**config.mk**
```make
export PLATFORM = sky130hd
export DESIGN_NAME = json_pretty_printer
export DESIGN_NICKNAME = d
export VERILOG_FILES = /design/src/hw/rtl/jpp_pkg.sv /design/src/hw/rtl/jpp_decode.sv /design/src/hw/rtl/jpp_seq.sv /design/src/hw/rtl/json_pretty_printer.sv
export SDC_FILE = /design/constraint.sdc
export NUM_CORES = 1
export LEC_CHECK = 0
export ABC_AREA = 1
export ABC_CLOCK_PERIOD_IN_PS = 2600
export BUFFER_PORTS_ARGS = -buffer_cell sky130_fd_sc_hd__buf_2
export CAP_MARGIN = 30
export CELL_PAD_IN_SITES_DETAIL_PLACEMENT = 1
export CELL_PAD_IN_SITES_GLOBAL_PLACEMENT = 2
export CORE_MARGIN = 2
export CORE_UTILIZATION = 30
export DETAILED_ROUTE_END_ITERATION = 8
export PLACE_DENSITY = 0.75
export SLEW_MARGIN = 20
export SYNTH_ARGS = -nofsm -noshare
export SYNTH_HDL_FRONTEND = slang
export SYNTH_SLANG_ARGS = --single-unit
```
**constraint.sdc**
```tcl
create_clock -name clk -period 2.6 [get_ports clk]
set_clock_uncertainty 0.2 [all_clocks]
set_input_delay 0.52 -clock clk [delete_from_list [all_inputs] [get_ports clk]]
set_output_delay 0.52 -clock clk [all_outputs]
set_load 0.02 [all_outputs]
```
**src/hw/rtl/jpp_pkg.sv**
```systemverilog
`timescale 1ns / 1ps

package jpp_pkg;

  localparam int DEPTH_W = 5;
  localparam int SP_W    = DEPTH_W + 1;

  localparam logic [7:0] CH_TAB    = 8'h09;
  localparam logic [7:0] CH_LF     = 8'h0A;
  localparam logic [7:0] CH_CR     = 8'h0D;
  localparam logic [7:0] CH_SPACE  = 8'h20;
  localparam logic [7:0] CH_QUOTE  = 8'h22;
  localparam logic [7:0] CH_COMMA  = 8'h2C;
  localparam logic [7:0] CH_COLON  = 8'h3A;
  localparam logic [7:0] CH_LBRACK = 8'h5B;
  localparam logic [7:0] CH_BSLASH = 8'h5C;
  localparam logic [7:0] CH_RBRACK = 8'h5D;
  localparam logic [7:0] CH_LBRACE = 8'h7B;
  localparam logic [7:0] CH_RBRACE = 8'h7D;

  // lexer state kept between bytes
  typedef struct packed {
    logic               inside_string;
    logic               escape_pending;
    logic [DEPTH_W-1:0] nest_depth;
  } jpp_state_t;

  // output run for one input byte: byte0, byte1, nsp spaces, byte2
  typedef struct packed {
    logic            has0;
    logic [7:0]      byte0;
    logic            has1;
    logic [7:0]      byte1;
    logic [SP_W-1:0] nsp;
    logic            has2;
    logic [7:0]      byte2;
  } jpp_plan_t;

  typedef enum logic [2:0] {
    SEQ_IDLE,
    SEQ_B0,
    SEQ_B1,
    SEQ_SP,
    SEQ_B2
  } seq_phase_t;

endpackage

```
**src/hw/rtl/jpp_decode.sv**
```systemverilog
`timescale 1ns / 1ps

module jpp_decode import jpp_pkg::*; #(
  parameter int MAX_DEPTH = 31
) (
  input  logic [7:0] in_byte,
  input  jpp_state_t cur,
  output jpp_state_t nxt,
  output jpp_plan_t  plan
);

  logic [DEPTH_W-1:0] deeper;
  logic [DEPTH_W-1:0] shallower;

  assign deeper    = (cur.nest_depth < DEPTH_W'(MAX_DEPTH)) ?
                     cur.nest_depth + DEPTH_W'(1) : cur.nest_depth;
  assign shallower = (cur.nest_depth != '0) ?
                     cur.nest_depth - DEPTH_W'(1) : cur.nest_depth;

  always_comb begin
    nxt  = cur;
    plan = '0;
    if (cur.inside_string) begin
      plan.has0  = 1'b1;
      plan.byte0 = in_byte;
      if (cur.escape_pending) begin
        nxt.escape_pending = 1'b0;
      end else if (in_byte == CH_BSLASH) begin
        nxt.escape_pending = 1'b1;
      end else if (in_byte == CH_QUOTE) begin
        nxt.inside_string = 1'b0;
      end
    end else begin
      case (in_byte) inside
        CH_QUOTE: begin
          nxt.inside_string = 1'b1;
          plan.has0         = 1'b1;
          plan.byte0        = in_byte;
        end
        CH_LBRACE, CH_LBRACK: begin
          nxt.nest_depth = deeper;
          plan.has0      = 1'b1;
          plan.byte0     = in_byte;
          plan.has1      = 1'b1;
          plan.byte1     = CH_LF;
          plan.nsp       = {deeper, 1'b0};
        end
        CH_RBRACE, CH_RBRACK: begin
          nxt.nest_depth = shallower;
          plan.has1      = 1'b1;
          plan.byte1     = CH_LF;
          plan.nsp       = {shallower, 1'b0};
          plan.has2      = 1'b1;
          plan.byte2     = in_byte;
        end
        CH_COMMA: begin
          plan.has0  = 1'b1;
          plan.byte0 = in_byte;
          plan.has1  = 1'b1;
          plan.byte1 = CH_LF;
          plan.nsp   = {cur.nest_depth, 1'b0};
        end
        CH_COLON: begin
          plan.has0  = 1'b1;
          plan.byte0 = CH_COLON;
          plan.has1  = 1'b1;
          plan.byte1 = CH_SPACE;
        end
        CH_LF, CH_CR, CH_TAB: begin
          plan = '0;
        end
        default: begin
          plan.has0  = 1'b1;
          plan.byte0 = in_byte;
        end
      endcase
    end
  end

endmodule

```
**src/hw/rtl/jpp_seq.sv**
```systemverilog
`timescale 1ns / 1ps

module jpp_seq import jpp_pkg::*; (
  input  logic       clk,
  input  logic       rst_n,
  input  logic       load,
  input  jpp_plan_t  plan,
  output logic       busy,
  output logic       out_valid,
  input  logic       out_ready,
  output logic [7:0] out_byte,
  output logic       out_run_last
);

  seq_phase_t      phase_r, phase_nxt;
  jpp_plan_t       plan_r, plan_nxt;
  logic [SP_W-1:0] cnt_r, cnt_nxt;
  logic            out_valid_r, out_valid_nxt;
  logic [7:0]      out_byte_r, out_byte_nxt;
  logic            out_last_r, out_last_nxt;
  logic            adv;

  // first present phase strictly after cur (cur == SEQ_IDLE means before byte0)
  function automatic seq_phase_t next_phase(input jpp_plan_t p, input seq_phase_t cur);
    logic chk0, chk1, chk_sp, chk2;
    seq_phase_t nx;
    chk0   = (cur == SEQ_IDLE);
    chk1   = chk0 || (cur == SEQ_B0);
    chk_sp = chk1 || (cur == SEQ_B1);
    chk2   = chk_sp || (cur == SEQ_SP);
    if (chk0 && p.has0)                nx = SEQ_B0;
    else if (chk1 && p.has1)           nx = SEQ_B1;
    else if (chk_sp && (p.nsp != '0))  nx = SEQ_SP;
    else if (chk2 && p.has2)           nx = SEQ_B2;
    else                               nx = SEQ_IDLE;
    return nx;
  endfunction

  assign adv = !out_valid_r || out_ready;

  always_ff @(posedge clk) begin
    if (!rst_n) begin
      phase_r     <= SEQ_IDLE;
      out_valid_r <= 1'b0;
    end else begin
      phase_r     <= phase_nxt;
      out_valid_r <= out_valid_nxt;
    end
    plan_r     <= plan_nxt;
    cnt_r      <= cnt_nxt;
    out_byte_r <= out_byte_nxt;
    out_last_r <= out_last_nxt;
  end

  always_comb begin
    phase_nxt     = phase_r;
    plan_nxt      = plan_r;
    cnt_nxt       = cnt_r;
    out_valid_nxt = out_valid_r && !out_ready;
    out_byte_nxt  = out_byte_r;
    out_last_nxt  = out_last_r;
    unique case (phase_r)
      SEQ_IDLE: begin
        if (load) begin
          plan_nxt  = plan;
          cnt_nxt   = plan.nsp;
          phase_nxt = next_phase(plan, SEQ_IDLE);
        end
      end
      SEQ_B0: begin
        if (adv) begin
          phase_nxt    = next_phase(plan_r, SEQ_B0);
          out_byte_nxt = plan_r.byte0;
        end
      end
      SEQ_B1: begin
        if (adv) begin
          phase_nxt    = next_phase(plan_r, SEQ_B1);
          out_byte_nxt = plan_r.byte1;
        end
      end
      SEQ_SP: begin
        if (adv) begin
          cnt_nxt      = cnt_r - SP_W'(1);
          out_byte_nxt = CH_SPACE;
          if (cnt_r == SP_W'(1)) begin
            phase_nxt = next_phase(plan_r, SEQ_SP);
          end
        end
      end
      SEQ_B2: begin
        if (adv) begin
          phase_nxt    = SEQ_IDLE;
          out_byte_nxt = plan_r.byte2;
        end
      end
      default: begin
        phase_nxt = SEQ_IDLE;
      end
    endcase
    if ((phase_r != SEQ_IDLE) && adv) begin
      out_valid_nxt = 1'b1;
      out_last_nxt  = (phase_nxt == SEQ_IDLE);
    end
  end

  assign busy         = (phase_r != SEQ_IDLE);
  assign out_valid    = out_valid_r;
  assign out_byte     = out_byte_r;
  assign out_run_last = out_last_r;

endmodule

```
**src/hw/rtl/json_pretty_printer.sv**
```systemverilog
// first output: the sequencer registers the plan, then the output register the byte
// throughput: a byte yielding n output beats holds the input until its run ends, one
//   output beat per cycle while out_ready is high; indentation runs of up to 2*MAX_DEPTH
//   spaces come from the sequencer's space down-counter; a dropped byte leaves it idle
// reset: synchronous active-low rst_n clears lexer state, sequencer and output valid
`timescale 1ns / 1ps

module json_pretty_printer import jpp_pkg::*; #(
  parameter int MAX_DEPTH = 31
) (
  input  logic       clk,
  input  logic       rst_n,
  // input beats: one byte of compact text
  input  logic       in_valid,
  output logic       in_ready,
  input  logic [7:0] in_byte,
  input  logic       in_doc_end,
  // output beats: one byte of formatted text
  output logic       out_valid,
  input  logic       out_ready,
  output logic [7:0] out_byte,
  output logic       out_run_last
);

  jpp_state_t state_r, state_nxt;
  jpp_state_t dec_state;
  jpp_plan_t  dec_plan;
  logic       in_accept;
  logic       seq_busy;

  // input is taken whenever the sequencer has no run in progress; the
  // output register lets a new byte in while the last beat still waits
  assign in_ready  = !seq_busy;
  assign in_accept = in_valid && in_ready;

  // classify the byte against the current lexer state
  jpp_decode #(
    .MAX_DEPTH(MAX_DEPTH)
  ) u_decode (
    .in_byte (in_byte),
    .cur     (state_r),
    .nxt     (dec_state),
    .plan    (dec_plan)
  );

  // state advances at accept; end of document returns it to reset values
  always_comb begin
    state_nxt = state_r;
    if (in_accept) begin
      state_nxt = in_doc_end ? jpp_state_t'('0) : dec_state;
    end
  end

  always_ff @(posedge clk) begin
    if (!rst_n) begin
      state_r <= '0;
    end else begin
      state_r <= state_nxt;
    end
  end

  // sequencer walks the run: leading bytes, space counter, trailing byte
  jpp_seq u_seq (
    .clk          (clk),
    .rst_n        (rst_n),
    .load         (in_accept),
    .plan         (dec_plan),
    .busy         (seq_busy),
    .out_valid    (out_valid),
    .out_ready    (out_ready),
    .out_byte     (out_byte),
    .out_run_last (out_run_last)
  );

endmodule

```
# Word-level counts from Yosys, hierarchy flattened

Index checks and enable logic that the tools add are counted.

Bits in registers: 58
Bits of input ports: 13
Output and inout bits: 11

$add $sub $neg: 3
Order comparisons: 1
Equality and inequality tests: 23
Mux-type cells: 58
Bitwise gates (word level): 1
Reductions and logical operators: 28

Operators with widths:

| kind                  | count |
|---|---|
| $mux W9               | 15 |
| $eq A8 B7 Y1 const B  | 5 |
| $mux W3               | 13 |
| $mux W6               | 6 |
| $mux W8               | 4 |
| $pmux W8 S4           | 1 |
| $mux W5               | 6 |
| $eq A8 B4 Y1 const B  | 3 |
| $eq A8 B6 Y1 const B  | 3 |
| $mux W24              | 1 |
| $pmux W3 S5           | 1 |
| $pmux W6 S2           | 1 |
| $reduce_bool A6 Y1    | 2 |
| $mux W1               | 9 |
| $ne A2 B1 Y1 const B  | 4 |
| $mux W7               | 1 |
| $reduce_or A7 Y1      | 1 |
| $eq A3 B2 Y1 const B  | 2 |
| $eq A6 B1 Y1 const B  | 1 |
| $logic_not A3 Y1      | 2 |
| $ne A2 B2 Y1 const B  | 3 |
| $reduce_bool A3 Y1    | 2 |
| $reduce_or A2 Y1      | 3 |
| $sub A6 B1 Y6 const B | 1 |
| other kinds (18)      | 24 |

# Logic depth before layout (Yosys ltp)

Gate-level depths: netlist of the first run.

Depth after elaboration: 14
Depth in mapped cells: 11
Mapped depth without buffers: 11

# By module

From an unflattened synthesis of the first run, not the netlist that was laid out.

Cells, all modules: 457
Area total of the unflattened synthesis: 3498.4 µm²

By module, submodules not included:

| module              | instances | cells each | area an instance (µm²) | sequential area each (µm²) |
|---|---|---|---|---|
| jpp_seq             | 1         | 193        | 2172.1                 | 1491.4 |
| jpp_decode          | 1         | 204        | 967.2                  | 0.0 |
| json_pretty_printer | 1         | 60         | 359.1                  | 140.1 |

# Least setup slack after synthesis of the first run

OpenSTA, ideal clock, no wires.

Path kind: input-to-reg
From: input in_valid
To: register u_seq.out_last_r, in the netlist u_seq.out_run_last (data pin)
Library setup time: 0.138 ns
Arrival time: 2.147 ns
Required time: 2.262 ns
Path slack: 0.115 ns
Stages on the path: 8
Path buffers: 0
Cells stage by stage: inv_1 > nor2_1 > nand2_1 > nand2_1 > nor2_1 > nor2_1 > nand2_1 > nor2_1

Cells in the longest elaborated chain, start to end: 4

Ends and longest elaborated chain:

| what                 | RTL line                  | text |
|---|---|---|
| from (decl)          | json_pretty_printer.sv:14 | `input logic in_valid,` |
| $logic_and A1 B1 Y1  | json_pretty_printer.sv:34 | `assign in_accept = in_valid && in_ready;` |
| via in_accept        | json_pretty_printer.sv:28 | `logic in_accept;` |
| $mux W3              | jpp_seq.sv:64             | `if (load) begin` |
| $pmux W3 S5          | jpp_seq.sv:62             | `unique case (phase_r)` |
| $logic_not A3 Y1     | jpp_seq.sv:103            | `out_last_nxt = (phase_nxt == SEQ_IDLE);` |
| to (signal assigned) | jpp_seq.sv:52             | `out_last_r <= out_last_nxt;` |
| to (decl)            | jpp_seq.sv:20             | `logic out_last_r, out_last_nxt;` |

The timed path passes the listed nets, and every way through them passes these cells.
A chain may end at the register's enable or synchronous reset.

# Final worst setup path of the first run

From: register state_r[1] (netlist name)
To: register u_seq.cnt_r[2] (data pin)

Cells in the longest elaborated chain, start to end: 8
Elaborated cells between the ends (all ways): 13
Classes of those cells: 2 x add/sub; 1 x order compare; 9 x mux; 1 x reduce/logical

Ends and longest elaborated chain:

| what                                                | RTL line                           | text |
|---|---|---|
| from (decl)                                         | json_pretty_printer.sv:25          | `jpp_state_t state_r, state_nxt;` |
| from (signal assigned)                              | json_pretty_printer.sv:58          | `state_r <= state_nxt;` |
| $sub A5 B1 Y5 or $reduce_bool A5 Y1 (tied branches) | jpp_decode.sv:18, jpp_decode.sv:17 |  |
| $mux W5                                             | jpp_decode.sv:17                   | `assign shallower = (cur.nest_depth != '0) ?` |
| $mux W6                                             | jpp_decode.sv:34                   | `case (in_byte) inside` |
| $mux W6 * (2 in series)                             | jpp_decode.sv:34                   |  |
| $mux W24 *                                          | jpp_decode.sv:23                   | `if (cur.inside_string) begin` |
| $mux W6 *                                           | jpp_seq.sv:64                      |  |
| $pmux W6 S2 *                                       | jpp_seq.sv:62                      |  |
| via u_seq.cnt_nxt[2]                                | jpp_seq.sv:17                      | `logic [SP_W-1:0] cnt_r, cnt_nxt;` |
| to (signal assigned)                                | jpp_seq.sv:50                      | `cnt_r <= cnt_nxt;` |
| to (decl)                                           | jpp_seq.sv:17                      |  |

Mark *: on every way through the listed nets, which the timed path passes. The rest lies on a longest branch. The select of a mux whose other input is x is not followed.

==> results of run 1 <==
## through the flow
stage / power [µW] / hold slack, ns
floorplan: 2074 / 0.2446
CTS: 2963 / 0.2330
global route: 3157 / 0.2312
global placement: 2431 / 0.2764
finish: 2918 / 0.2442
detailed placement: 2448 / 0.2814
## per-layer routing
layer / global-route usage (%) / share of wire (%) / vias to the layer above
met5: 0 / 0 / -
met4: 4.308 / 1.1 / 0
met3: 2.462 / 2.8 / 6
met2: 27.33 / 48 / 35
met1: 21.62 / 48 / 1165
li1: - / - / 1222
## cells in the mapped netlist (2+ instances only)
cell      instances  area [µm²]
a21boi_0          2       15.01
a21oi_1          14       70.07
a32o_1            5       50.05
buf_2             2       10.01
buf_6             2       22.52
clkinv_2          2       10.01
dfxtp_1          11       220.2
edfxtp_1         40        1201
ha_1              4       50.05
inv_1            42       157.7
inv_2             5       18.77
nand2_1          91       341.6
nand2_2           3       18.77
nand3_1          34       170.2
nand3_2           2       20.02
nand4_1           9       56.30
nor2_1           48       180.2
nor2_4            3       33.78
nor3_1            4       20.02
o21a_1            3       22.52
o21ai_0          11       55.05
or2_2             2       12.51
xor2_1            4       35.03
## power breakdown
| part | internal, µW | switching, µW |
|---|---|---|
| sequential | 1190 | 108 |
| combinational | 343 | 770 |
| clock | 200 | 311 |
| total | 1730 | 1190 |
## flip-flops by register name (all words and copies together), names as in the netlist
signal,flops
u_seq.plan_r,25
state_r,7
u_seq.out_byte,8
u_seq.out_run_last,1
u_seq.out_valid,1
u_seq.cnt_r,6
u_seq.phase_r,3
## kinds of logic after synthesis
logic type / share of synthesized area, %
AND/OR/NAND/NOR: 31.26
adder cells (fa/ha/maj): 1.744
flip-flops: 49.52
XOR/XNOR: 1.220
AO/OA/AOI/OAI: 8.108
buffers and inverters: 8.021
other: 0.1307
## path summary, 6_finish.rpt
check                endpoint  slack [ns]  depth (start not counted)        from
max            u_seq.cnt_r[2]        0.46                         10  state_r[1]
min          u_seq.plan_r[31]        0.24                          1  in_byte[7]
max reg2reg    u_seq.cnt_r[2]        0.46                         10  state_r[1]
min reg2reg        state_r[5]        0.29                          2  state_r[5]
## final cells by class
class	count	area share (%)
sequential	51	43.83
multi-input combinational	249	37.77
tap	129	4.977
clock inverter	3	0.8488
clock buffer	5	2.122
timing repair buffer	28	4.707
inverter	49	5.748
==> reports/metrics.csv, run 1 <==
stage,metric,value,unit
synthesis,synth.ff_latch_count,51,
placement,dp_slack,0.3541,ns
sta,maxSlewHeadroom,64.42,%
final_layout,final_common_cell,nand2_1,
critical_path,worstPathArrival,2.03,ns
synthesis,yosysSeqAreaShare,49.52,%
hold_path,hold_path_class,primary input to flip-flop,
route,viasPerCell,4.724,
global_routing,grt_overflow,0,
critical_path,cp.required,2.48,ns
synthesis,syn_area,2870,µm²
sta,fin_crit_sh,82.38,%
route,ant_nets,0,
synthesis,async_reset_ff_share,0,%
power_and_ir_drop,leakagePower,0.001514,µW
cts,cts_setup_buffers,0,
synthesis,synth_edf_count,40,
critical_path,worst-path-buf-inv,2,
cts,cts_max_level,2,
critical_path,cp_max_fo,6,
critical_path,max_stage_delay,0.47,ns
route,vias,2428,
critical_path,cp_slowest_cell,dfxtp_1,
power_and_ir_drop,power.density,899.6,nW/µm²
sta,fin_tns_setup,0,ns
sta,final_max_slew_viol_count,0,
synthesis,synth_cells,354,
final_layout,multiInputGateArea,1225,µm²
floorplanning,io_pins,24,
critical_path,worstSetupPathType,flip-flop to flip-flop,
critical_path,path_delay_family,simple AND/OR/NAND/NOR gates,
final_layout,drive_above_1_share,15.06,%
cts,cts_hold_buffers,0,
synthesis,avgSynthCellArea,8.108,µm²
route,totalWireLength,7654,µm
cts,cts_tree,yes,
critical_path,cpMostUsedCell,nand2_1,
critical_path,crit_path_start_kind,flip-flop,
global_routing,grt_max_degree,19,
cts,cts_resized,0,
floorplanning,die_x,101.8,µm
synthesis,synthFlopType,edfxtp_1,
floorplanning,initial_core_util,31.06,%
final_layout,nFillCells,1149,
sta,fin_crit,2.142,ns
sta,rsz0062_at_grt,no,
cts,cts_root_buf,clkbuf_8,
final_layout,final_cells,514,
synthesis,synth_warnings,0,
final_layout,final_area,3243,µm²
sta,tightest_slew,0.5332,ns
final_layout,fin_util,35.10,%
sta,finalWorstSetupSlack,0.4582,ns
global_routing,antenna_found_initial,0,
placement,dpl_cell_area,3147,µm²
synthesis,synth_cell_types,34,
critical_path,crit_chain,"inv_1, ha_1, nand3_1, inv_1, nand2_1, nand2_1, nor2_1, nor2_1, nand3_1, nand2_1",
critical_path,critical_path.endpoint_type,flip-flop,
route,detail_route.wl_per_cell,14.89,µm
sta,setup_viol,0,
cts,cts_sinks,51,
route,drt_iter0_drc,97,
final_layout,final_cell_mix,"91 x nand2_1, 47 x nor2_1, 42 x inv_1",
power_and_ir_drop,ir_drop,260.3,µV
global_routing,grt_pass1_wl,12860,µm
floorplanning,core_area,9240,µm²
cts,cts.clk_slew.worst_paths,0.11,ns
route,drcViolationCount,0,
final_layout,seq_area,1421,µm²
floorplanning,die_h,101.8,µm
placement,gp_congestion,0.8376,
cts,insertion_delay,0.32,ns
flow_run,max-cap-violations,0,
final_layout,fin_nets,401,
global_routing,grt_usage,16.13,%
sta,fmax,466.9,MHz
final_layout,syn_to_final_growth,12.99,%
sta,final_hold_viol_count,0,
cts,clk_path_buf_depth,2,
route,firstDrtPassIters,4,
placement,io_buffers,23,
outcome,status,completed,
placement,hpwl,5934,µm
placement,dp_cells,506,
final_layout,n_antenna_cell,0,
floorplanning,dieArea,10370,µm²
cts,cts_buffers,5,
global_routing,grt_pass1_vias,2508,
floorplanning,fp-row-count,35,
Note: power is estimated with default switching activity, not from simulation.
==> inputs of run 2 (changes only) <==
- ABC_CLOCK_PERIOD_IN_PS: 2600 -> 1800
- clock period: 2.6 -> 1.8 ns (I/O delays scaled with it)
==> reports/metrics.csv, run 2 (synthesis gave the netlist of run 1 again) <==
stage,metric,value,unit
final_layout,final_cell_mix,"85 x nand2_1, 57 x buf_4, 40 x edfxtp_1",
final_layout,seq_area,1426,µm²
route,ant_nets,0,
critical_path,worstSetupPathType,flip-flop to output pin,
cts,cts_tree,yes,
final_layout,largest_reg_flops,25,
critical_path,cp_max_fo,10,
placement,dpl_cell_area,3551,µm²
critical_path,timing.rr.start,state_r[1],
final_layout,n_antenna_cell,0,
hold_path,worstHoldStart,in_byte[7],
power_and_ir_drop,seqPwrFrac,41.1,%
final_layout,final_common_cell,nand2_1,
floorplanning,dieArea,10370,µm²
critical_path,crit_path_start_kind,flip-flop,
cts,cts.clk_slew.worst_paths,0.11,ns
final_layout,drive_above_1_share,32.57,%
final_layout,final_area,3770,µm²
hold_path,hold_path_class,primary input to flip-flop,
sta,setup_viol,0,
cts,insertion_delay,0.30,ns
global_routing,grt_pass1_wl,13740,µm
placement,hpwl,6755,µm
flow_run,max-cap-violations,0,
critical_path,worstPathArrival,1.16,ns
global_routing,grt_overflow,0,
placement,io_buffers,23,
route,viasPerCell,4.614,
sta,final_hold_viol_count,0,
cts,clk_path_buf_depth,2,
sta,finalWorstSetupSlack,0.08276,ns
cts,cts_max_level,2,
floorplanning,die_h,101.8,µm
critical_path,critical_path.endpoint_type,output pin,
route,detail_route.wl_per_cell,14.55,µm
power_and_ir_drop,ir_drop,469.9,µV
sta,fmax,582.3,MHz
sta,fin_crit,1.717,ns
global_routing,grt_max_degree,19,
cts,cts_sinks,51,
final_layout,syn_to_final_growth,31.34,%
sta,final_max_slew_viol_count,0,
route,drt_iter0_drc,122,
power_and_ir_drop,power.density,1206,nW/µm²
floorplanning,io_pins,24,
cts,cts_root_buf,clkbuf_8,
power_and_ir_drop,leakagePower,0.001801,µW
final_layout,fin_nets,455,
sta,fin_tns_setup,0,ns
power_and_ir_drop,p_sw,1825,µW
global_routing,antenna_found_initial,0,
critical_path,cp.required,1.24,ns
route,firstDrtPassIters,4,
floorplanning,initial_core_util,31.06,%
placement,dp_slack,-0.1726,ns
route,totalWireLength,8267,µm
power_and_ir_drop,p_int,2721,µW
power_and_ir_drop,power,4546,µW
cts,cts_buffers,5,
final_layout,multiInputGateArea,1333,µm²
sta,rsz0062_at_grt,yes,
sta,fin_crit_sh,95.40,%
power_and_ir_drop,p_clk_share,15.4,%
final_layout,nFillCells,1133,
global_routing,grt_pass1_vias,2843,
power_and_ir_drop,p_sw_share,40.15,%
floorplanning,die_x,101.8,µm
route,vias,2621,
cts,cts_hold_buffers,0,
power_and_ir_drop,combPwrFrac,43.5,%
final_layout,top_register,u_seq.plan_r,
critical_path,rrSetupSlack,0.10,ns
floorplanning,core_area,9240,µm²
global_routing,grt_usage,17.11,%
route,drcViolationCount,0,
outcome,status,completed,
floorplanning,fp-row-count,35,
critical_path,startpoint,u_seq.phase_r[2],
placement,gp_congestion,0.8511,
-- run 2: cell types whose count changed in the layout (fill, tap and decap cells not counted), sizes merged --
cell,before,now
inv,49,48
buf,28,82
clkinv,2,4
clkinvlp,1,0
-- run 2: layout make-up --
class / count / share of cell area, %
sequential: 51 / 37.84
multi-input combinational: 249 / 35.35
timing repair buffer: 82 / 15.00
inverter: 49 / 4.945
tap: 129 / 4.281
clock buffer: 5 / 1.825
clock inverter: 3 / 0.7634
-- run 2: path summary, 6_finish.rpt --
| kind | to | cells after the start |
|---|---|---|
| setup / recovery | in_ready | 3 |
| hold / removal | u_seq.plan_r[31] | 2 |
| setup reg to reg | u_seq.cnt_r[3] | 9 |
| hold reg to reg | state_r[5] | 2 |
-- run 2: metrics by stage --
step                cells  util, %  hold slack, ns
finish                568    40.80          0.1762
global route          568    40.80          0.1748
CTS                   567    39.78          0.1729
detailed placement    559    38.43          0.2687
global placement      559    38.43          0.2640
floorplan             355        -          0.2446
-- run 2: per-layer routing --
metal | routed length (µm) | GRT usage [%] | part of all wire, %
met3 | 260 | 2.462 | 3.1
met4 | 94 | 3.385 | 1.1
met2 | 4135 | 31.17 | 50
met5 | 0 | 0 | 0
met1 | 3776 | 21.64 | 46
-- run 2: what timing repair did --
| item | 4_1_cts | 5_1_grt |
|---|---|---|
| pin swaps | 0 | 7 |
| resized for setup | 8 | 29 |
| endpoints found under the setup margin | 6 | 32 |
| buffers inserted | 0 | 2 |
-- run 2: critical path: stages (launching register included) --
cell and delay, ns:
dfxtp_1 0.35, buf_4 0.18, nor2_4 0.15, buf_2 0.18
-- run 2: power by group through the flow --
stage	clock (µW)	combinational, µW	sequential [µW]
5_1_grt	769	2220	1910
3_3_place_gp	0	1840	1870
3_5_place_dp	0	1880	1890
6_report	699	1980	1870
4_1_cts	724	1920	1860
2_1_floorplan	0	1000	2000
==> inputs of run 3 (changes only) <==
- CELL_PAD_IN_SITES_DETAIL_PLACEMENT: 1 -> default
- CELL_PAD_IN_SITES_GLOBAL_PLACEMENT: 2 -> default
- PLACE_DENSITY: 0.75 -> 0.51
==> reports/metrics.csv, run 3 (synthesis gave the netlist of run 1 again) <==
stage,metric,value,unit
sta,fin_crit_sh,96.03,%
floorplanning,io_pins,24,
critical_path,worstPathArrival,1.17,ns
route,totalWireLength,6907,µm
final_layout,n_antenna_cell,0,
power_and_ir_drop,p_int,2659,µW
critical_path,path_delay_family,flip-flops,
power_and_ir_drop,combPwrFrac,41.1,%
floorplanning,dieArea,10370,µm²
final_layout,largest_reg_flops,25,
critical_path,crit_path_start_kind,flip-flop,
sta,fmax,578.5,MHz
final_layout,final_cell_mix,"90 x nand2_1, 53 x buf_4, 41 x inv_1",
final_layout,top_register,u_seq.plan_r,
critical_path,critical_path.endpoint_type,output pin,
sta,final_max_slew_viol_count,0,
global_routing,grt_pass1_wl,11350,µm
sta,setup_viol,0,
critical_path,rrSetupSlack,0.08,ns
final_layout,drive_above_1_share,29.26,%
cts,cts_root_buf,clkbuf_8,
hold_path,hold_path_class,primary input to flip-flop,
global_routing,grt_max_degree,19,
floorplanning,initial_core_util,31.06,%
global_routing,grt_usage,14.00,%
critical_path,cp_max_fo,6,
cts,cts_sinks,51,
final_layout,fin_nets,450,
placement,io_buffers,23,
power_and_ir_drop,ir_drop,458.3,µV
final_layout,final_common_cell,nand2_1,
power_and_ir_drop,p_sw_share,39.55,%
outcome,status,completed,
route,ant_nets,0,
route,vias,2524,
power_and_ir_drop,power.density,1191,nW/µm²
cts,cts_max_level,2,
cts,cts_hold_buffers,0,
critical_path,crit_chain,"inv_2, nand2_1, nor2_4, buf_2",
route,firstDrtPassIters,5,
cts,clk_path_buf_depth,2,
critical_path,worst-path-buf-inv,2,
floorplanning,die_h,101.8,µm
final_layout,syn_to_final_growth,28.64,%
sta,fin_crit,1.729,ns
floorplanning,die_x,101.8,µm
route,drt_iter0_drc,127,
power_and_ir_drop,power,4398,µW
floorplanning,core_area,9240,µm²
global_routing,grt_overflow,0,
final_layout,final_cells,563,
placement,gp_congestion,0.8472,
flow_run,max-cap-violations,0,
sta,final_hold_viol_count,0,
power_and_ir_drop,seqPwrFrac,42.5,%
power_and_ir_drop,p_sw,1739,µW
route,detail_route.wl_per_cell,12.27,µm
cts,cts.clk_slew.worst_paths,0.11,ns
critical_path,max_stage_delay,0.37,ns
cts,insertion_delay,0.31,ns
critical_path,cp_slowest_cell,dfxtp_2,
placement,dp_cells,553,
power_and_ir_drop,leakagePower,0.001773,µW
global_routing,grt_pass1_vias,2423,
cts,cts_tree,yes,
global_routing,antenna_found_initial,0,
placement,hpwl,5279,µm
cts,cts_buffers,5,
route,drcViolationCount,0,
route,viasPerCell,4.483,
floorplanning,fp-row-count,35,
power_and_ir_drop,p_clk_share,16.4,%
critical_path,worstSetupPathType,flip-flop to output pin,
critical_path,cp.required,1.24,ns
==> run 3: changes by cell type in the layout (fill, tap and decap cells not counted), sizes merged <==
cell,delta
buf,-5
==> run 3: worst paths after layout <==
path	end	startpoint	cells after the start
setup / recovery	in_ready	u_seq.phase_r[0]	4
hold reg to reg	state_r[5]	state_r[5]	2
hold / removal	u_seq.plan_r[31]	in_byte[7]	1
setup reg to reg	u_seq.cnt_r[3]	state_r[1]	9
==> run 3: metrics by stage <==
stage | util (%) | area [µm²] | setup slack, ns | hold slack, ns | setup TNS (ns)
2_1_floorplan | - | 2883 | 0.02381 | 0.2446 | 0
3_3_place_gp | 38.08 | 3518 | -0.1202 | 0.2597 | -0.8235
3_5_place_dp | 38.08 | 3518 | -0.1076 | 0.2701 | -0.7427
4_1_cts | 39.13 | 3616 | 0.009869 | 0.08023 | 0
5_1_grt | 39.96 | 3692 | -0.002992 | 0.07095 | -0.002992
6_report | 39.96 | 3692 | 0.07138 | 0.08786 | 0
==> run 3: power groups by stage <==
stage / clock, µW / sequential [µW] / combinational [µW]
floorplan: 0 / 2000 / 1000
global placement: 0 / 1880 / 1700
detailed placement: 0 / 1880 / 1720
CTS: 750 / 1860 / 1730
global route: 795 / 1900 / 2040
finish: 721 / 1870 / 1810
==> run 3: final cells by class <==
cell class | count | area [µm²]
Inverter | 49 | 186.4
Tap cell | 129 | 161.4
Fill cell | 954 | 5548
Sequential cell | 51 | 1428
Timing Repair Buffer | 77 | 533.0
Clock inverter | 3 | 28.78
Multi-Input combinational cell | 249 | 1286
Clock buffer | 5 | 68.82
==> run 3: what timing repair did <==
action	CTS	global route
setup endpoints to repair	0	14
resized for setup	0	22
buffers inserted	0	2
==> run 3: layer usage <==
layer | part of all wire (%) | track usage (%) | routed length (µm)
met1 | 50 | 19.50 | 3484
met2 | 45 | 22.82 | 3106
met3 | 3.4 | 2.257 | 237
met4 | 1.1 | 3.590 | 78
met5 | 0 | 0 | 0
